### config.mk
export PLATFORM = sky130hd
export DESIGN_NAME = ccu_div
export DESIGN_NICKNAME = d
export VERILOG_FILES = /design/src/sv/ccu_pkg.sv /design/src/sv/ccu_div.sv
export SDC_FILE = /design/constraint.sdc
export NUM_CORES = 1
export LEC_CHECK = 0
export ABC_AREA = 1
export BUFFER_PORTS_ARGS = -buffer_cell sky130_fd_sc_hd__buf_4
export CORE_UTILIZATION = 65
export CTS_BUF_LIST = sky130_fd_sc_hd__clkbuf_2
export CTS_CLUSTER_DIAMETER = 150
export CTS_CLUSTER_SIZE = 30
export DETAILED_ROUTE_END_ITERATION = 8
export PLACE_DENSITY_LB_ADDON = 0.08
export SKIP_CTS_REPAIR_TIMING = 1
export SYNTH_ARGS = -nofsm -noshare
export SYNTH_HDL_FRONTEND = slang
export SYNTH_SLANG_ARGS = --single-unit
### constraint.sdc
create_clock -name clk -period 9.6 [get_ports clk]
set_input_delay 1.92 -clock clk [delete_from_list [all_inputs] [get_ports clk]]
set_output_delay 1.92 -clock clk [all_outputs]
set_load 0.05 [all_outputs]
### src/sv/ccu_pkg.sv
package ccu_pkg;

  // field widths
  localparam int CLUSTER_W    = 10;
  localparam int VALUE_W      = 32;
  localparam int CNT_W        = 16;
  localparam int ACC_W        = 48;
  localparam int FRAC_W       = 16;

  // divider operand widths: numerator magnitude stays below 2^49
  localparam int NUM_W        = 49;
  localparam int DEN_W        = 48;
  localparam int DIV_CNT_W    = 6;

  // cluster index widened so that any table depth up to 65536 compares cleanly
  localparam int CLUSTER_EXT_W = 17;

  localparam int CLUSTERS_DEF = 1024;

  // item kinds
  localparam logic [1:0] KIND_LOAD  = 2'd0;
  localparam logic [1:0] KIND_OBS   = 2'd1;
  localparam logic [1:0] KIND_QUERY = 2'd2;

  typedef struct packed {
    logic [1:0]                kind;
    logic [CLUSTER_W-1:0]      cluster;
    logic signed [VALUE_W-1:0] obs_value;
    logic signed [VALUE_W-1:0] target_sum;
    logic [CNT_W-1:0]          obs_count;
  } in_item_t;

  typedef struct packed {
    logic signed [VALUE_W-1:0] coefficient;
    logic                      div_zero;
    logic                      saturated;
  } out_item_t;

endpackage

### src/sv/ccu_div.sv
module ccu_div (
  input  logic                              clk,
  input  logic                              rst_n,
  input  logic                              start,
  input  logic signed [ccu_pkg::NUM_W-1:0]  num,
  input  logic signed [ccu_pkg::DEN_W-1:0]  den,
  output logic                              busy,
  output logic                              done,
  output ccu_pkg::out_item_t                res
);
  import ccu_pkg::*;

  logic                   busy_r;
  logic                   busy_nxt;
  logic                   done_r;
  logic                   done_nxt;
  logic [DIV_CNT_W-1:0]   cnt_r;
  logic [DIV_CNT_W-1:0]   cnt_nxt;
  logic [NUM_W-1:0]       nq_r;
  logic [NUM_W-1:0]       nq_nxt;
  logic [DEN_W:0]         rem_r;
  logic [DEN_W:0]         rem_nxt;
  logic [DEN_W-1:0]       den_r;
  logic [DEN_W-1:0]       den_nxt;
  logic                   neg_r;
  logic                   neg_nxt;
  logic [NUM_W-1:0]       num_mag;
  logic [DEN_W-1:0]       den_mag;
  logic [DEN_W:0]         rem_sh;
  logic [DEN_W+1:0]       diff;
  logic                   sat;
  logic [NUM_W-1:0]       neg_q;

  // operand magnitudes
  assign num_mag = num[NUM_W-1] ? NUM_W'(-num) : NUM_W'(num);
  assign den_mag = den[DEN_W-1] ? DEN_W'(-den) : DEN_W'(den);

  // one restoring step: shift in the next numerator bit, try the subtract
  assign rem_sh = {rem_r[DEN_W-1:0], nq_r[NUM_W-1]};
  assign diff   = {1'b0, rem_sh} - {2'b00, den_r};

  always_comb begin
    busy_nxt = busy_r;
    done_nxt = 1'b0;
    cnt_nxt  = cnt_r;
    nq_nxt   = nq_r;
    rem_nxt  = rem_r;
    den_nxt  = den_r;
    neg_nxt  = neg_r;
    if (start) begin
      busy_nxt = 1'b1;
      cnt_nxt  = '0;
      nq_nxt   = num_mag;
      rem_nxt  = '0;
      den_nxt  = den_mag;
      neg_nxt  = num[NUM_W-1] ^ den[DEN_W-1];
    end else if (busy_r) begin
      if (!diff[DEN_W+1]) begin
        rem_nxt = diff[DEN_W:0];
        nq_nxt  = {nq_r[NUM_W-2:0], 1'b1};
      end else begin
        rem_nxt = rem_sh;
        nq_nxt  = {nq_r[NUM_W-2:0], 1'b0};
      end
      cnt_nxt = cnt_r + 1'b1;
      if (cnt_r == DIV_CNT_W'(NUM_W - 1)) begin
        busy_nxt = 1'b0;
        done_nxt = 1'b1;
      end
    end
  end

  // control state
  always_ff @(posedge clk) begin
    if (!rst_n) begin
      busy_r <= 1'b0;
      done_r <= 1'b0;
    end else begin
      busy_r <= busy_nxt;
      done_r <= done_nxt;
    end
  end

  // datapath
  always_ff @(posedge clk) begin
    cnt_r <= cnt_nxt;
    nq_r  <= nq_nxt;
    rem_r <= rem_nxt;
    den_r <= den_nxt;
    neg_r <= neg_nxt;
  end

  // sign and clip the quotient magnitude
  assign neg_q = NUM_W'(-nq_r);
  always_comb begin
    if (neg_r) begin
      sat = nq_r > NUM_W'(64'h8000_0000);
      res.coefficient = sat ? 32'sh8000_0000 : $signed(neg_q[VALUE_W-1:0]);
    end else begin
      sat = nq_r > NUM_W'(64'h7FFF_FFFF);
      res.coefficient = sat ? 32'sh7FFF_FFFF : $signed(nq_r[VALUE_W-1:0]);
    end
    res.div_zero  = 1'b0;
    res.saturated = sat;
  end

  assign busy = busy_r;
  assign done = done_r;

  a_no_restart: assert property (@(posedge clk) disable iff (!rst_n)
    start |-> !busy_r)
    else $error("divider started while busy");

  a_done_after_busy: assert property (@(posedge clk) disable iff (!rst_n)
    done_r |-> $past(busy_r) && !busy_r)
    else $error("divider done without a running division");

  a_start_busy: assert property (@(posedge clk) disable iff (!rst_n)
    start |=> busy_r)
    else $error("divider did not start");

endmodule
==> impl_metrics.prom <==
# TYPE chip_impl_metric gauge
chip_impl_metric{name="timing.final.setup_violations",unit=""} 0
chip_impl_info{name="setup_repair_after_global_routing_missed_its_margin",value="no"} 1
chip_impl_metric{name="via_count",unit=""} 16400
chip_impl_info{name="tritoncts",value="built"} 1
chip_impl_metric{name="critPathArrivalTime",unit="ns"} 3.80
chip_impl_info{name="setup.worst_path.start",value="nq_r[45]"} 1
chip_impl_metric{name="gp_routability_congestion",unit=""} 1.05
chip_impl_metric{name="total_length_of_routed_wires",unit="µm"} 46700
chip_impl_metric{name="hold_viol",unit=""} 0
chip_impl_metric{name="min_delay_path_depth",unit=""} 2
chip_impl_metric{name="slew_headroom",unit="%"} 15.2
chip_impl_info{name="critPathLaunchType",value="flop"} 1
chip_impl_info{name="hold_path.class",value="reg -> reg"} 1
chip_impl_info{name="worst_path_cell_chain",value="or2_0, nor4_1, inv_1, nor2_1, inv_1, nand2_1, nand3_1, nand3_1, buf_4"} 1
chip_impl_metric{name="share_of_cells_above_drive_strength_1",unit="%"} 7.81
chip_impl_metric{name="clock_latency_of_the_later_clocked_register_in_the_worst_skew_pair",unit="ns"} 0.79
chip_impl_info{name="endpoint",value="res[10]"} 1
chip_impl_metric{name="synth_sequential_area_ratio",unit="%"} 27.1
chip_impl_info{name="worst_path_max_delay_cell",value="nor4_1"} 1
chip_impl_metric{name="initialDrtViolationCount",unit=""} 1634
chip_impl_metric{name="clock_skew",unit="ns"} 0.0605
chip_impl_metric{name="initial_core_util",unit="%"} 66.3
chip_impl_metric{name="syn-instance-count",unit=""} 2493
chip_impl_info{name="criticalPathCategory",value="reg -> out"} 1
chip_impl_metric{name="critical_path_required",unit="ns"} 7.68
chip_impl_metric{name="ff2ff_path_depth",unit=""} 14
chip_impl_metric{name="r2r_slack",unit="ns"} 5.66
chip_impl_metric{name="yosysUniqueCellTypes",unit=""} 44
chip_impl_metric{name="gr-total-overflow",unit=""} 0
chip_impl_metric{name="worst_pin_slew",unit="ns"} 1.27
chip_impl_metric{name="final_period_minus_worst_setup_slack",unit="ns"} 5.72
chip_impl_metric{name="firstDrtPassIters",unit=""} 6
chip_impl_metric{name="grt_pass1_vias",unit=""} 15100
chip_impl_metric{name="tns",unit="ns"} 0
chip_impl_metric{name="critical_path_buf_inv_count",unit=""} 3
chip_impl_metric{name="fill_cells",unit=""} 1963
chip_impl_metric{name="routed_via_density",unit=""} 5.68
chip_impl_metric{name="timing.critical_path.fanout_max",unit=""} 32
chip_impl_metric{name="placeableCoreArea",unit="mm²"} 0.0226
chip_impl_metric{name="grt_first_pass_wirelength",unit="µm"} 73900
chip_impl_metric{name="syn_avg_cell_area",unit="µm²"} 6.02
chip_impl_metric{name="grt_use_total",unit="%"} 39.3
chip_impl_metric{name="multiInputGateArea",unit="mm²"} 0.00902
chip_impl_metric{name="clock_sinks",unit=""} 154
chip_impl_metric{name="cts_buffer_depth",unit=""} 2
chip_impl_info{name="r2r-end",value="rem_r[37]"} 1
chip_impl_metric{name="drt_drc_violations_left",unit=""} 0
chip_impl_metric{name="postLayoutCoreUtil",unit="%"} 72.3
chip_impl_metric{name="grt_max_degree",unit=""} 67
chip_impl_metric{name="cts-buffers-inserted",unit=""} 17
chip_impl_metric{name="fmaxAchievable",unit="MHz"} 175
chip_impl_metric{name="num-nets-final",unit=""} 2743
chip_impl_info{name="cp-end-kind",value="output port"} 1
chip_impl_info{name="cpLargestDelayFamily",value="simple AND/OR/NAND/NOR gates"} 1
chip_impl_metric{name="final_antenna_violating_net_count",unit=""} 0
chip_impl_metric{name="finalMaxSlewViolations",unit=""} 0
chip_impl_metric{name="layout-area-overhead-vs-synth",unit="%"} 9.12
chip_impl_metric{name="die_h",unit="µm"} 154
chip_impl_metric{name="clock_tree.htree_level_count",unit=""} 4
chip_impl_metric{name="design_power_total",unit="mW"} 1.71
chip_impl_metric{name="route.detailed.wl_per_inst",unit="µm"} 16.2
chip_impl_metric{name="peakVddDrop",unit="V"} 0.0000887
chip_impl_metric{name="worst_setup_hold_path_clk_slew",unit="ns"} 0.25
chip_impl_info{name="cts_root_cell",value="clkbuf_2"} 1
chip_impl_metric{name="synthesis.nets",unit=""} 2648
chip_impl_metric{name="worstSetupPathDepth",unit=""} 9
chip_impl_metric{name="number_of_placed_i_o_pins",unit=""} 136
chip_impl_metric{name="critical_path.max_stage_delay",unit="ns"} 0.84
chip_impl_metric{name="seqCellArea",unit="mm²"} 0.00406
chip_impl_metric{name="buffer_ports.inserted",unit=""} 134
chip_impl_metric{name="maxCapViolations",unit=""} 0
chip_impl_metric{name="grt_antenna_before_repair",unit=""} 2
chip_impl_info{name="rr_startpoint",value="den_r[8]"} 1
chip_impl_metric{name="die-width",unit="µm"} 154
chip_impl_metric{name="ys.warnings.count",unit=""} 0
chip_impl_metric{name="synth_area",unit="mm²"} 0.0150
chip_impl_metric{name="static-leakage-power",unit="nW"} 8.35
chip_impl_metric{name="p_per_area",unit="mW/mm²"} 104
chip_impl_metric{name="place_hpwl",unit="µm"} 36900
chip_impl_info{name="status",value="complete, no violations"} 1
chip_impl_metric{name="synth.ff_latch_count",unit=""} 154
chip_impl_metric{name="timing.final.crit_share",unit="%"} 59.6
chip_impl_metric{name="std_cell_rows",unit=""} 55
chip_impl_metric{name="fp.dieArea",unit="mm²"} 0.0237
-- sequential cells by signal, summed over array words and instances (netlist names) --
name and flops:
nq_r 49, busy 1, neg_r 1, rem_r 48
done 1, den_r 48, cnt_r 6
-- worst register-to-register path, delay by kind of cell (launching register included) --
| kind | cells | cell delay [ns] |
|---|---|---|
| buf+inv | 2 | 0.57 |
| flops | 1 | 0.39 |
| fa+ha+maj | 1 | 0.35 |
| simple gates | 11 | 2.56 |
-- worst min path at each step --
| stage | start | end |
|---|---|---|
| 4_1_cts | rem_r[25] | rem_r[25] |
| 3_3_place_gp | rem_r[9] | rem_r[9] |
| 2_1_floorplan | rem_r[17] | rem_r[17] |
| 6_report | rem_r[19] | rem_r[19] |
| 3_5_place_dp | rem_r[19] | rem_r[19] |
| 5_1_grt | rem_r[23] | rem_r[23] |
-- power breakdown --
part / internal, mW / switching, mW
registers: 0.764 / 0.0430
clock network: 0.151 / 0.260
logic: 0.158 / 0.332
-- placed cells by master (no fill, tap or decap), drive strengths merged, types with 3 or more instances in the layout --
master	instances
or2	5
nor3	42
o21ai	88
inv	430
a31oi	8
xnor2	51
dfxtp	56
xor2	72
bufinv	3
clkinv	7
nand4	48
and2	3
edfxtp	98
clkbuf	18
nand2	844
nand3	253
nor2	271
a21oi	48
nand3b	30
o21bai	6
ha	54
buf	142
nor4	11
-- area by class of cell --
class	instances	share of cell area [%]
clock inverters	13	1.03
well taps	285	2.18
clock buffers	18	0.550
repair buffers	142	6.51
inverters	427	9.79
diodes	2	0.0306
flip-flops and latches	154	24.8
multi-input cells	1846	55.1
-- logic make-up after synthesis --
| group | synth area share, % |
|---|---|
| AOI/OAI and AO/OA | 5.57 |
| xor gates and xnor gates | 7.18 |
| adders and majority gates | 4.64 |
| buffers and inverters | 12.9 |
| DFF | 27.1 |
| other | 0.0250 |
| and+or+nand+nor | 42.6 |
-- metrics by stage --
step	hold WS, ns	setup slack (ns)	std cells	instance area [µm²]
after global routing	0.504	3.57	2886	16400
after detailed placement	0.461	4.78	2854	16100
after floorplan	0.444	5.14	2493	15000
after global placement	0.456	4.92	2854	16100
final	0.492	3.88	2887	16400
after CTS	0.490	3.94	2885	16400
-- cell usage after synthesis (all sizes together) --
cell / number / area (µm²)
nand4: 48 / 300
a31oi: 8 / 50.1
nor4: 11 / 68.8
buf: 30 / 201
xnor2: 51 / 447
o211ai: 2 / 15.0
inv: 425 / 1600
dfxtp: 56 / 1120
o31ai: 2 / 15.0
nand3b: 30 / 225
or2: 5 / 31.3
fa: 1 / 20.0
clkinv: 2 / 7.51
clkbuf: 36 / 135
nor2: 271 / 1030
a21o: 2 / 15.0
conb: 1 / 3.75
nand3: 253 / 1280
a21oi: 48 / 248
nor3: 42 / 225
o21ai: 88 / 448
nor3b: 2 / 15.0
and3: 2 / 12.5
edfxtp: 98 / 2940
nand2: 844 / 3180
and2: 3 / 20.0
o21bai: 6 / 45.0
xor2: 72 / 631
ha: 54 / 676
-- routing by layer --
layer / GRT usage, % / part of all wire [%]
met5: 0 / 0.032
met4: 19.8 / 5.1
met3: 6.99 / 8.5
met2: 69.3 / 48
met1: 45.7 / 38
(Power assumes the default switching activity.)
